$ cat config.mk
export PLATFORM = sky130hd
export DESIGN_NAME = text_console_cursor_engine
export DESIGN_NICKNAME = d
export VERILOG_FILES = /design/src/rtl/core/tcce_pkg.sv /design/src/rtl/core/tcce_front.sv /design/src/rtl/core/tcce_queue.sv /design/src/rtl/core/tcce_back.sv /design/src/rtl/core/text_console_cursor_engine.sv
export SDC_FILE = /design/constraint.sdc
export NUM_CORES = 1
export LEC_CHECK = 0
export ABC_CLOCK_PERIOD_IN_PS = 8100
export BUFFER_PORTS_ARGS = -buffer_cell sky130_fd_sc_hd__buf_2
export CELL_PAD_IN_SITES_DETAIL_PLACEMENT = 1
export CELL_PAD_IN_SITES_GLOBAL_PLACEMENT = 2
export CORE_AREA = 8 8 155 157
export CTS_BUF_LIST = sky130_fd_sc_hd__clkbuf_16
export CTS_CLUSTER_SIZE = 16
export DETAILED_ROUTE_END_ITERATION = 10
export DIE_AREA = 0 0 163 165
export GPL_TIMING_DRIVEN = 0
export HOLD_SLACK_MARGIN = 0.15
export PLACE_DENSITY = 0.77
export SLEW_MARGIN = 20
export SYNTH_ARGS = -nofsm -noshare
export SYNTH_HDL_FRONTEND = slang
export SYNTH_SLANG_ARGS = --single-unit
$ cat constraint.sdc
create_clock -name i_clk -period 8.1 [get_ports i_clk]
set_input_delay 1.215 -clock i_clk [delete_from_list [all_inputs] [get_ports i_clk]]
set_output_delay 1.215 -clock i_clk [all_outputs]
set_load 0.01 [all_outputs]
$ cat src/rtl/core/tcce_pkg.sv
`timescale 1ns / 1ps
// Shared types, constants and helpers for the text console cursor engine.
// No dependencies; every other file of the block imports this package.
package tcce_pkg;

    // Screen geometry and tab spacing.
    localparam int COLUMNS   = 80;
    localparam int ROWS      = 25;
    localparam int TAB_STOP  = 8;
    localparam int CELLS     = COLUMNS * ROWS;
    localparam int SCROLL_CELLS = (ROWS - 1) * COLUMNS;

    // Field widths of the request and result channels.
    localparam int FUNC_W = 2;
    localparam int CHAR_W = 8;
    localparam int COLOR_W = 4;
    localparam int COL_W  = 7;
    localparam int ROW_W  = 5;
    localparam int LOC_W  = 11;
    localparam int CELL_W = 16;
    localparam int ATTR_W = 2 * COLOR_W;

    // Depth of the command queue between front and back.
    localparam int QUEUE_DEPTH = 2;
    localparam int QPTR_W = (QUEUE_DEPTH > 1) ? $clog2(QUEUE_DEPTH) : 1;
    localparam int QCNT_W = $clog2(QUEUE_DEPTH + 1);

    // Command codes on the func field.
    localparam logic [FUNC_W-1:0] FUNC_PUT   = 2'd0;
    localparam logic [FUNC_W-1:0] FUNC_CLEAR = 2'd1;
    localparam logic [FUNC_W-1:0] FUNC_SET   = 2'd2;

    // Character codes with a meaning of their own.
    localparam logic [CHAR_W-1:0] CH_BS        = 8'h08;
    localparam logic [CHAR_W-1:0] CH_TAB       = 8'h09;
    localparam logic [CHAR_W-1:0] CH_LF        = 8'h0A;
    localparam logic [CHAR_W-1:0] CH_CR        = 8'h0D;
    localparam logic [CHAR_W-1:0] CH_SPACE     = 8'h20;
    localparam logic [CHAR_W-1:0] CH_LAST_DRAW = 8'h7F;

    localparam logic [CELL_W-1:0] BLANK_CELL = 16'h0F20;

    // Sized forms of the geometry for datapath use.
    localparam logic [COL_W-1:0] COL_LIMIT = COL_W'(COLUMNS);
    localparam logic [COL_W-1:0] COL_LAST  = COL_W'(COLUMNS - 1);
    localparam logic [ROW_W-1:0] ROW_LIMIT = ROW_W'(ROWS);
    localparam logic [ROW_W-1:0] ROW_LAST  = ROW_W'(ROWS - 1);
    localparam logic [COL_W-1:0] TAB_STEP  = COL_W'(TAB_STOP);
    localparam logic [COL_W-1:0] TAB_MASK  = COL_W'(TAB_STOP - 1);
    localparam logic [LOC_W-1:0] CELL_LAST = LOC_W'(CELLS - 1);
    localparam logic [LOC_W-1:0] SCROLL_END = LOC_W'(SCROLL_CELLS);

    // Classified command carried from the front to the back.
    typedef enum logic [2:0] {
        CMD_NOP,
        CMD_DRAW,
        CMD_BS,
        CMD_TAB,
        CMD_CR,
        CMD_LF,
        CMD_CLEAR,
        CMD_SETCUR
    } t_cmd;

    typedef struct packed {
        t_cmd               kind;
        logic [CHAR_W-1:0]  ch;
        logic [ATTR_W-1:0]  attr;
        logic [COL_W-1:0]   col;
        logic [ROW_W-1:0]   row;
    } t_cmd_entry;

    // Back end sequencer states.
    typedef enum logic [1:0] {
        BK_IDLE,
        BK_SCROLL,
        BK_CLEAR
    } t_bk_state;

    // Linear cell index of a row and column.
    function automatic logic [LOC_W-1:0] cell_index(input logic [ROW_W-1:0] row,
                                                    input logic [COL_W-1:0] col);
        logic [LOC_W-1:0] base;
        base = LOC_W'(row) * LOC_W'(COLUMNS);
        return base + LOC_W'(col);
    endfunction

endpackage

$ cat src/rtl/core/tcce_front.sv
`timescale 1ns / 1ps
// Front end of the console engine: takes requests and sorts them into commands.
// Depends on tcce_pkg; feeds tcce_queue.
module tcce_front (
    input  logic                          i_in_valid,
    output logic                          o_in_stall,
    input  logic [tcce_pkg::FUNC_W-1:0]   i_func,
    input  logic [tcce_pkg::CHAR_W-1:0]   i_char_code,
    input  logic [tcce_pkg::COLOR_W-1:0]  i_back_color,
    input  logic [tcce_pkg::COLOR_W-1:0]  i_fore_color,
    input  logic [tcce_pkg::COL_W-1:0]    i_new_col,
    input  logic [tcce_pkg::ROW_W-1:0]    i_new_row,
    input  logic                          i_q_full,
    input  logic                          i_init_busy,
    output logic                          o_push,
    output tcce_pkg::t_cmd_entry          o_entry
);
    import tcce_pkg::*;

    t_cmd put_kind;

    // Hold off requests while the queue is full or the screen is still being cleared.
    assign o_in_stall = i_q_full || i_init_busy;
    assign o_push     = i_in_valid && !o_in_stall;

    // Sort a character code into the action it asks for.
    always_comb begin
        unique case (i_char_code) inside
            CH_BS:                    put_kind = CMD_BS;
            CH_TAB:                   put_kind = CMD_TAB;
            CH_CR:                    put_kind = CMD_CR;
            CH_LF:                    put_kind = CMD_LF;
            [CH_SPACE:CH_LAST_DRAW]:  put_kind = CMD_DRAW;
            default:                  put_kind = CMD_NOP;
        endcase
    end

    // Build the queue entry; cursor targets are clamped to the screen here.
    always_comb begin
        o_entry.ch   = i_char_code;
        o_entry.attr = {i_back_color, i_fore_color};
        o_entry.col  = (i_new_col < COL_LIMIT) ? i_new_col : COL_LAST;
        o_entry.row  = (i_new_row < ROW_LIMIT) ? i_new_row : ROW_LAST;
        unique case (i_func)
            FUNC_PUT:   o_entry.kind = put_kind;
            FUNC_CLEAR: o_entry.kind = CMD_CLEAR;
            FUNC_SET:   o_entry.kind = CMD_SETCUR;
            default:    o_entry.kind = CMD_NOP;
        endcase
    end

endmodule

$ cat src/rtl/core/tcce_queue.sv
`timescale 1ns / 1ps
// Short command queue that decouples the front end from the back end.
// Depends on tcce_pkg for the entry type and depth.
module tcce_queue (
    input  logic                  i_clk,
    input  logic                  i_rst_n,
    input  logic                  i_push,
    input  tcce_pkg::t_cmd_entry  i_entry,
    output logic                  o_full,
    input  logic                  i_pop,
    output logic                  o_valid,
    output tcce_pkg::t_cmd_entry  o_entry
);
    import tcce_pkg::*;

    t_cmd_entry          r_slots [QUEUE_DEPTH];
    logic [QPTR_W-1:0]   r_wr_ptr;
    logic [QPTR_W-1:0]   r_rd_ptr;
    logic [QCNT_W-1:0]   r_count;
    logic                do_push;
    logic                do_pop;

    assign o_full  = (r_count == QCNT_W'(QUEUE_DEPTH));
    assign o_valid = (r_count != '0);
    assign o_entry = r_slots[r_rd_ptr];
    assign do_push = i_push && !o_full;
    assign do_pop  = i_pop && o_valid;

    // Pointers and fill count.
    always_ff @(posedge i_clk) begin
        if (!i_rst_n) begin
            r_wr_ptr <= '0;
            r_rd_ptr <= '0;
            r_count  <= '0;
        end else begin
            if (do_push) begin
                r_wr_ptr <= (r_wr_ptr == QPTR_W'(QUEUE_DEPTH - 1)) ? '0 : r_wr_ptr + 1'b1;
            end
            if (do_pop) begin
                r_rd_ptr <= (r_rd_ptr == QPTR_W'(QUEUE_DEPTH - 1)) ? '0 : r_rd_ptr + 1'b1;
            end
            if (do_push && !do_pop) begin
                r_count <= r_count + 1'b1;
            end else if (do_pop && !do_push) begin
                r_count <= r_count - 1'b1;
            end
        end
    end

    // Entry storage.
    always_ff @(posedge i_clk) begin
        if (do_push) begin
            r_slots[r_wr_ptr] <= i_entry;
        end
    end

endmodule

$ cat src/rtl/core/tcce_back.sv
`timescale 1ns / 1ps
// Back end of the console engine: cursor, screen store, scroll and clear passes,
// and the result register. Depends on tcce_pkg; fed by tcce_queue.
module tcce_back (
    input  logic                          i_clk,
    input  logic                          i_rst_n,
    input  logic                          i_q_valid,
    input  tcce_pkg::t_cmd_entry          i_q_entry,
    output logic                          o_q_pop,
    output logic                          o_init_busy,
    output logic                          o_out_valid,
    input  logic                          i_out_stall,
    output logic [tcce_pkg::LOC_W-1:0]    o_cursor_location,
    output logic [tcce_pkg::COL_W-1:0]    o_old_col,
    output logic [tcce_pkg::ROW_W-1:0]    o_old_row,
    output logic                          o_cell_written,
    output logic [tcce_pkg::LOC_W-1:0]    o_cell_address,
    output logic [tcce_pkg::CELL_W-1:0]   o_cell_value,
    output logic                          o_scrolled
);
    import tcce_pkg::*;

    // Sequencer and cursor.
    t_bk_state          r_state;
    t_bk_state          n_state;
    logic [LOC_W-1:0]   r_ptr;
    logic [LOC_W-1:0]   n_ptr;
    logic               r_init;
    logic [COL_W-1:0]   r_col;
    logic [ROW_W-1:0]   r_row;

    // Screen store with one write and one registered read port.
    logic [CELL_W-1:0]  r_cells [CELLS];
    logic [CELL_W-1:0]  r_rdata;
    logic               r_wv;
    logic [LOC_W-1:0]   r_wdst;
    logic               r_wblank;
    logic               rd_en;
    logic [LOC_W-1:0]   rd_addr;
    logic               mem_we;
    logic [LOC_W-1:0]   mem_wa;
    logic [CELL_W-1:0]  mem_wd;

    // Result register.
    logic               r_o_valid;
    logic [LOC_W-1:0]   r_o_loc;
    logic [COL_W-1:0]   r_o_old_col;
    logic [ROW_W-1:0]   r_o_old_row;
    logic               r_o_wr;
    logic [LOC_W-1:0]   r_o_addr;
    logic [CELL_W-1:0]  r_o_val;
    logic               r_o_scroll;

    // Command execution.
    logic               out_free;
    logic               start;
    logic [LOC_W-1:0]   here;
    logic [COL_W-1:0]   ex_col;
    logic [ROW_W-1:0]   ex_row;
    logic               ex_wr;
    logic [LOC_W-1:0]   ex_addr;
    logic [CELL_W-1:0]  ex_val;
    logic [COL_W-1:0]   ex_old_col;
    logic [ROW_W-1:0]   ex_old_row;
    logic               ex_scroll;
    logic [LOC_W-1:0]   ex_loc;

    assign out_free = !r_o_valid || !i_out_stall;
    assign start    = (r_state == BK_IDLE) && i_q_valid && !r_wv && out_free;
    assign here     = cell_index(r_row, r_col);

    // Carry out one command on the cursor and work out its result.
    always_comb begin
        ex_col     = r_col;
        ex_row     = r_row;
        ex_wr      = 1'b0;
        ex_addr    = '0;
        ex_val     = '0;
        ex_old_col = '0;
        ex_old_row = '0;
        ex_scroll  = 1'b0;
        unique case (i_q_entry.kind)
            CMD_DRAW: begin
                ex_wr   = 1'b1;
                ex_addr = here;
                ex_val  = {i_q_entry.attr, i_q_entry.ch};
                ex_col  = r_col + 1'b1;
            end
            CMD_BS: begin
                if (r_col != '0) begin
                    ex_col  = r_col - 1'b1;
                    ex_wr   = 1'b1;
                    ex_addr = here - 1'b1;
                    ex_val  = {i_q_entry.attr, CH_SPACE};
                end
            end
            CMD_TAB: begin
                ex_col = r_col + TAB_STEP - (r_col & TAB_MASK);
            end
            CMD_CR: begin
                ex_col = '0;
            end
            CMD_LF: begin
                ex_col = '0;
                ex_row = r_row + 1'b1;
            end
            CMD_CLEAR: begin
                ex_col = '0;
                ex_row = '0;
            end
            CMD_SETCUR: begin
                ex_old_col = r_col;
                ex_old_row = r_row;
                ex_col     = i_q_entry.col;
                ex_row     = i_q_entry.row;
            end
            default: begin
            end
        endcase
        // Wrap past the last column, then scroll past the last row.
        if (ex_col >= COL_LIMIT) begin
            ex_col = '0;
            ex_row = ex_row + 1'b1;
        end
        if (ex_row >= ROW_LIMIT) begin
            ex_row    = ROW_LAST;
            ex_scroll = 1'b1;
        end
        ex_loc = cell_index(ex_row, ex_col);
    end

    // Next state of the sequencer.
    always_comb begin
        n_state = r_state;
        unique case (r_state)
            BK_IDLE: begin
                if (start && ex_scroll) begin
                    n_state = BK_SCROLL;
                end else if (start && i_q_entry.kind == CMD_CLEAR) begin
                    n_state = BK_CLEAR;
                end
            end
            BK_SCROLL, BK_CLEAR: begin
                if (r_ptr == CELL_LAST) begin
                    n_state = BK_IDLE;
                end
            end
            default: n_state = BK_IDLE;
        endcase
    end

    // Sequencer outputs: pass pointer, store read and write port.
    always_comb begin
        n_ptr   = (r_state == BK_IDLE) ? '0 : r_ptr + 1'b1;
        rd_addr = r_ptr + LOC_W'(COLUMNS);
        rd_en   = (r_state == BK_SCROLL) && (r_ptr < SCROLL_END);
        mem_we  = 1'b0;
        mem_wa  = '0;
        mem_wd  = BLANK_CELL;
        unique case (r_state)
            BK_CLEAR: begin
                mem_we = 1'b1;
                mem_wa = r_ptr;
            end
            default: begin
                if (r_wv) begin
                    mem_we = 1'b1;
                    mem_wa = r_wdst;
                    mem_wd = r_wblank ? BLANK_CELL : r_rdata;
                end else if (start && ex_wr) begin
                    mem_we = 1'b1;
                    mem_wa = ex_addr;
                    mem_wd = ex_val;
                end
            end
        endcase
    end

    assign o_q_pop     = start;
    assign o_init_busy = r_init;

    // Control registers.
    always_ff @(posedge i_clk) begin
        if (!i_rst_n) begin
            r_state   <= BK_CLEAR;
            r_ptr     <= '0;
            r_init    <= 1'b1;
            r_col     <= '0;
            r_row     <= '0;
            r_wv      <= 1'b0;
            r_o_valid <= 1'b0;
        end else begin
            r_state <= n_state;
            r_ptr   <= n_ptr;
            r_wv    <= (r_state == BK_SCROLL);
            if (r_state == BK_CLEAR && r_ptr == CELL_LAST) begin
                r_init <= 1'b0;
            end
            if (start) begin
                r_col     <= ex_col;
                r_row     <= ex_row;
                r_o_valid <= 1'b1;
            end else if (!i_out_stall) begin
                r_o_valid <= 1'b0;
            end
        end
    end

    // Scroll copy pipeline: the cell read now is written one row up next cycle.
    always_ff @(posedge i_clk) begin
        r_wdst   <= r_ptr;
        r_wblank <= (r_ptr >= SCROLL_END);
        if (rd_en) begin
            r_rdata <= r_cells[rd_addr];
        end
    end

    // Screen store write port.
    always_ff @(posedge i_clk) begin
        if (mem_we) begin
            r_cells[mem_wa] <= mem_wd;
        end
    end

    // Result payload.
    always_ff @(posedge i_clk) begin
        if (start) begin
            r_o_loc     <= ex_loc;
            r_o_old_col <= ex_old_col;
            r_o_old_row <= ex_old_row;
            r_o_wr      <= ex_wr;
            r_o_addr    <= ex_addr;
            r_o_val     <= ex_val;
            r_o_scroll  <= ex_scroll;
        end
    end

    assign o_out_valid       = r_o_valid;
    assign o_cursor_location = r_o_loc;
    assign o_old_col         = r_o_old_col;
    assign o_old_row         = r_o_old_row;
    assign o_cell_written    = r_o_wr;
    assign o_cell_address    = r_o_addr;
    assign o_cell_value      = r_o_val;
    assign o_scrolled        = r_o_scroll;

endmodule

$ cat src/rtl/core/text_console_cursor_engine.sv
`timescale 1ns / 1ps
// Text console cursor engine, top level: 80x25 cell screen store with a cursor.
// Depends on tcce_pkg, tcce_front, tcce_queue and tcce_back.
//
// Usage:
//   Requests come in on i_in_valid / o_in_stall: put a character, clear the
//   screen or set the cursor. Each request gives exactly one result on
//   o_out_valid / i_out_stall, in request order.
//   When the back end is free, an accepted request passes through the command
//   queue and then the result register before its result is presented.
//   Putting characters, moving the cursor and unused codes sustain one
//   request per cycle while no scroll runs and the receiver does not stall.
//   A scroll copies the store one cell per cycle through its single read and
//   write port; a clear writes blanks one cell per cycle.
//   Results of those requests come out right away; following requests wait.
//   After reset a clearing pass fills the store with blanks; o_in_stall stays
//   high until it ends. The cursor resets to home.
//   When the receiver stalls, the result holds; a two-entry queue keeps
//   taking requests until it fills, then o_in_stall rises.
module text_console_cursor_engine (
    input  logic                          i_clk,
    input  logic                          i_rst_n,
    input  logic                          i_in_valid,
    output logic                          o_in_stall,
    input  logic [tcce_pkg::FUNC_W-1:0]   i_func,
    input  logic [tcce_pkg::CHAR_W-1:0]   i_char_code,
    input  logic [tcce_pkg::COLOR_W-1:0]  i_back_color,
    input  logic [tcce_pkg::COLOR_W-1:0]  i_fore_color,
    input  logic [tcce_pkg::COL_W-1:0]    i_new_col,
    input  logic [tcce_pkg::ROW_W-1:0]    i_new_row,
    output logic                          o_out_valid,
    input  logic                          i_out_stall,
    output logic [tcce_pkg::LOC_W-1:0]    o_cursor_location,
    output logic [tcce_pkg::COL_W-1:0]    o_old_col,
    output logic [tcce_pkg::ROW_W-1:0]    o_old_row,
    output logic                          o_cell_written,
    output logic [tcce_pkg::LOC_W-1:0]    o_cell_address,
    output logic [tcce_pkg::CELL_W-1:0]   o_cell_value,
    output logic                          o_scrolled
);
    import tcce_pkg::*;

    logic        push;
    t_cmd_entry  push_entry;
    logic        q_full;
    logic        q_valid;
    t_cmd_entry  q_entry;
    logic        q_pop;
    logic        init_busy;

    // Request classification.
    tcce_front u_front (
        .i_in_valid   (i_in_valid),
        .o_in_stall   (o_in_stall),
        .i_func       (i_func),
        .i_char_code  (i_char_code),
        .i_back_color (i_back_color),
        .i_fore_color (i_fore_color),
        .i_new_col    (i_new_col),
        .i_new_row    (i_new_row),
        .i_q_full     (q_full),
        .i_init_busy  (init_busy),
        .o_push       (push),
        .o_entry      (push_entry)
    );

    // Command queue.
    tcce_queue u_queue (
        .i_clk   (i_clk),
        .i_rst_n (i_rst_n),
        .i_push  (push),
        .i_entry (push_entry),
        .o_full  (q_full),
        .i_pop   (q_pop),
        .o_valid (q_valid),
        .o_entry (q_entry)
    );

    // Command execution and screen store.
    tcce_back u_back (
        .i_clk             (i_clk),
        .i_rst_n           (i_rst_n),
        .i_q_valid         (q_valid),
        .i_q_entry         (q_entry),
        .o_q_pop           (q_pop),
        .o_init_busy       (init_busy),
        .o_out_valid       (o_out_valid),
        .i_out_stall       (i_out_stall),
        .o_cursor_location (o_cursor_location),
        .o_old_col         (o_old_col),
        .o_old_row         (o_old_row),
        .o_cell_written    (o_cell_written),
        .o_cell_address    (o_cell_address),
        .o_cell_value      (o_cell_value),
        .o_scrolled        (o_scrolled)
    );

endmodule

==> impl_metrics.csv <==
group,metric,value,unit
outcome,run_status,"finished clean",
timing,worst_slew_pin_slew,1.128,ns
power,switching_share,21.60,%
cells_and_area,antenna-diode-count,0,
synth,syn_avg_cell_area,11.72,um^2
floorplanning,fp.coreArea,21490,um^2
clock_network,cts_tree,"built",
setup_path,required,8.26,ns
timing,hold_ws,0.4528,ns
timing,grt_setup_unrepaired,"no",
synth,seq_area_frac_synth,55.14,%
clock_network,path_clk_slew,0.07,ns
clock_network,post_cts_buffers,0,
route,viasPerCell,4.981,
synth,syn-num-nets,709,
floorplanning,core.rowCount,54,
setup_path,path_max_fanout,10,
timing,fin_setup_tns,0,ns
synth,synth.distinct_cells,59,
power,p_int,1.324,mW
power,p_leak,3.373,nW
setup_path,regToRegSetupSlack,2.76,ns
clock_network,numCtsBuffers,17,
hold_path,hold_end,"u_back.r_ptr[0]",
setup_path,worstReg2RegEnd,"u_back.o_cursor_location[10]",
synth,synth_edf_count,114,
setup_path,cp.arrival,5.50,ns
grt,grt.overflow.total,0,
timing,hold_viol,0,
cells_and_area,layout_common_cells,"114 x edfxtp_1, 92 x buf_2, 55 x nor2_1, 42 x nand2_1, 39 x ha_1",
floorplanning,die_w,163,um
floorplanning,die_area,26900,um^2
setup_path,regToRegStartpoint,"u_back.r_col[4]",
run,maxCapViolCount,0,
hold_path,worstHoldStart,"u_back.r_ptr[0]",
clock_network,htreeDepth,4,
setup_path,end_kind,"flip-flop",
synth,synthFlopType,"edfxtp_1",
route,drt_iter0_markers,193,
floorplanning,die_height,165,um
grt,grt_max_degree,32,
grt,first_global_vias,5689,
timing,clock_skew,0.01428,ns
clock_network,cts_sinks,147,
route,wirelength,18510,um
placed_design,portBuffers,87,
cells_and_area,layout_commonest_cell,"edfxtp_1",
timing,relSlewSlack,24.03,%
clock_network,postCtsResizedCells,0,
setup_path,startpoint_type,"flip-flop",
power,seqPwrFrac,48.0,%
clock_network,clockBufferDepth,2,
synth,synth_seq_cells,147,
synth,syn_area,7407,um^2
setup_path,critPathKind,"flip-flop to flip-flop",
placed_design,dpl.hpwl,14020,um
cells_and_area,nets,818,
route,wl_per_cell,17.91,um
power,p_switching,0.3648,mW
floorplanning,pin_count,88,
grt,antenna_found_initial,0,
power,pwr-share-comb,1.9,%
synth,yosysWarnings,0,
power,power_density,189.4,nW/um^2
cells_and_area,areaGrowthSynthToFinish,20.39,%
clock_network,root_buffer,"clkbuf_16",
timing,max_freq,187.2,MHz
synth,async_reset_ff_share,0,%
clock_network,holdBufCountCts,0,
power,clkPwrFrac,50.1,%
grt,grt_usage,14.40,%
placed_design,routabilityCongestion,0.8179,
hold_path,hp-class,"flip-flop to flip-flop",
timing,finalSetupViolCount,0,
timing,slew_violations,0,
setup_path,rr_worst_depth,17,
route,antenna_left,0,
route,route.detailed.drc,0,
cells_and_area,drive_gt1_share,19.36,%
clock_network,clk_latency,0.43,ns
synth,syn_inst,632,
route,num_vias,5150,
timing,min_period,5.341,ns
route,first_pass_iters,4,
cells_and_area,fill_cells,2340,
hold_path,whs_path_depth,1,
floorplanning,initial_core_util,34.47,%
grt,grt_pass1_wl,30130,um
timing,fin_crit_sh,65.93,%
power,irDropWorstVdd,0.1042,mV
power,total_power,1.689,mW
-- per-stage QoR --
| stage | area [um^2] | cells | worst slack (ns) | util (%) |
|---|---|---|---|---|
| after global placement | 8193 | 999 | 2.767 | 38.13 |
| after detailed placement | 8278 | 1002 | 2.732 | 38.53 |
| after CTS | 8917 | 1034 | 2.710 | 41.50 |
| after floorplan | 7407 | 632 | 3.594 | - |
| final | 8917 | 1034 | 2.759 | 41.50 |
| after global routing | 8917 | 1034 | 2.252 | 41.50 |
-- Yosys cell counts, types with 6 or more instances --
master | number | area [um^2]
clkbuf_1 | 16 | 60.06
mux2i_1 | 26 | 260.3
edfxtp_1 | 114 | 3423
a22oi_1 | 6 | 45.04
or3_1 | 6 | 37.54
xnor2_1 | 30 | 262.8
nand2_1 | 42 | 157.7
o21ai_0 | 25 | 125.1
a21oi_1 | 24 | 120.1
ha_1 | 39 | 488.0
nor3_1 | 8 | 40.04
nand3_1 | 13 | 65.06
mux2_2 | 11 | 123.9
o22ai_1 | 7 | 43.79
xor2_1 | 14 | 122.6
nor2_1 | 56 | 210.2
nand2b_1 | 11 | 68.82
and2_1 | 19 | 118.9
dfxtp_1 | 33 | 660.6
nor3b_1 | 7 | 52.55
and3_1 | 9 | 56.30
nor2b_1 | 11 | 68.82
inv_1 | 31 | 116.4
-- cells by family after synthesis --
group | share of synthesized area, %
buffers and inverters | 2.855
adders and majority gates | 7.669
and+or+nand+nor | 13.68
xor gates and xnor gates | 5.203
DFF | 55.14
AOI/OAI and AO/OA | 10.27
muxes | 5.186
-- how the worst max path moves through the flow --
stage | startpoint | end | slack [ns] | cells after the start
after floorplan | flip-flop | u_back.o_cursor_location[10] | 3.59 | 17
after global placement | i_out_stall | u_back.r_state[1] | 2.77 | 9
after detailed placement | u_back.r_col[4] | u_back.o_cursor_location[10] | 2.73 | 17
after CTS | u_back.r_col[4] | u_back.o_cursor_location[10] | 2.71 | 17
after global routing | flip-flop | u_back.o_cursor_location[10] | 2.25 | 16
final | u_back.r_col[4] | u_back.o_cursor_location[10] | 2.76 | 17
-- layer usage --
| metal | share of wire, % | global-route usage (%) |
|---|---|---|
| met1 | 43 | 16.32 |
| met2 | 52 | 26.12 |
| met3 | 3.7 | 3.664 |
| met4 | 1.2 | 4.420 |
| met5 | 0 | 0 |
-- worst max-delay path: stages, from the launching register on --
cell and delay (ns):
dfxtp_1 0.61, inv_1 0.25, ha_1 0.28, nand2b_1 0.11
nand2b_1 0.27, nand2_1 0.13, o221ai_1 0.64, clkbuf_1 0.45
nand3_1 0.16, xor2_1 0.33, inv_1 0.10, ha_1 0.36
fa_1 0.60, nand2_1 0.10, nor2_1 0.15, o21ai_0 0.10
a221oi_1 0.33, xor2_1 0.10
-- sequential cells by signal, indices dropped and copies added, names as in the netlist, 2 cells and up, named ones only --
register	flops
u_back.r_row	5
u_back.o_cell_value	16
u_queue.r_count	2
u_back.r_state	2
u_back.r_col	7
u_back.o_old_col	7
u_queue.r_slots	62
u_back.o_cell_address	11
u_back.r_ptr	11
u_back.o_cursor_location	11
u_back.o_old_row	5
-- power by group through the flow --
stage	Sequential, mW	Combinational [mW]	Clock (mW)
floorplan	0.827	0.0153	0
global placement	0.827	0.0298	0
detailed placement	0.827	0.0329	0
CTS	0.810	0.0333	0.863
global route	0.810	0.0368	0.891
finish	0.810	0.0325	0.846
-- layout make-up --
type	instances	area, um^2	share of cell area (%)
clock buffer	17	425.4	4.771
inverter	32	120.1	1.347
sequential	147	4084	45.80
timing repair buffer	90	510.5	5.725
clock inverter	15	214.0	2.399
multi-input combinational	430	3120	34.99
tap	280	350.3	3.929
buffer	23	92.59	1.038
No activity file was read; power rests on OpenSTA's default activity.
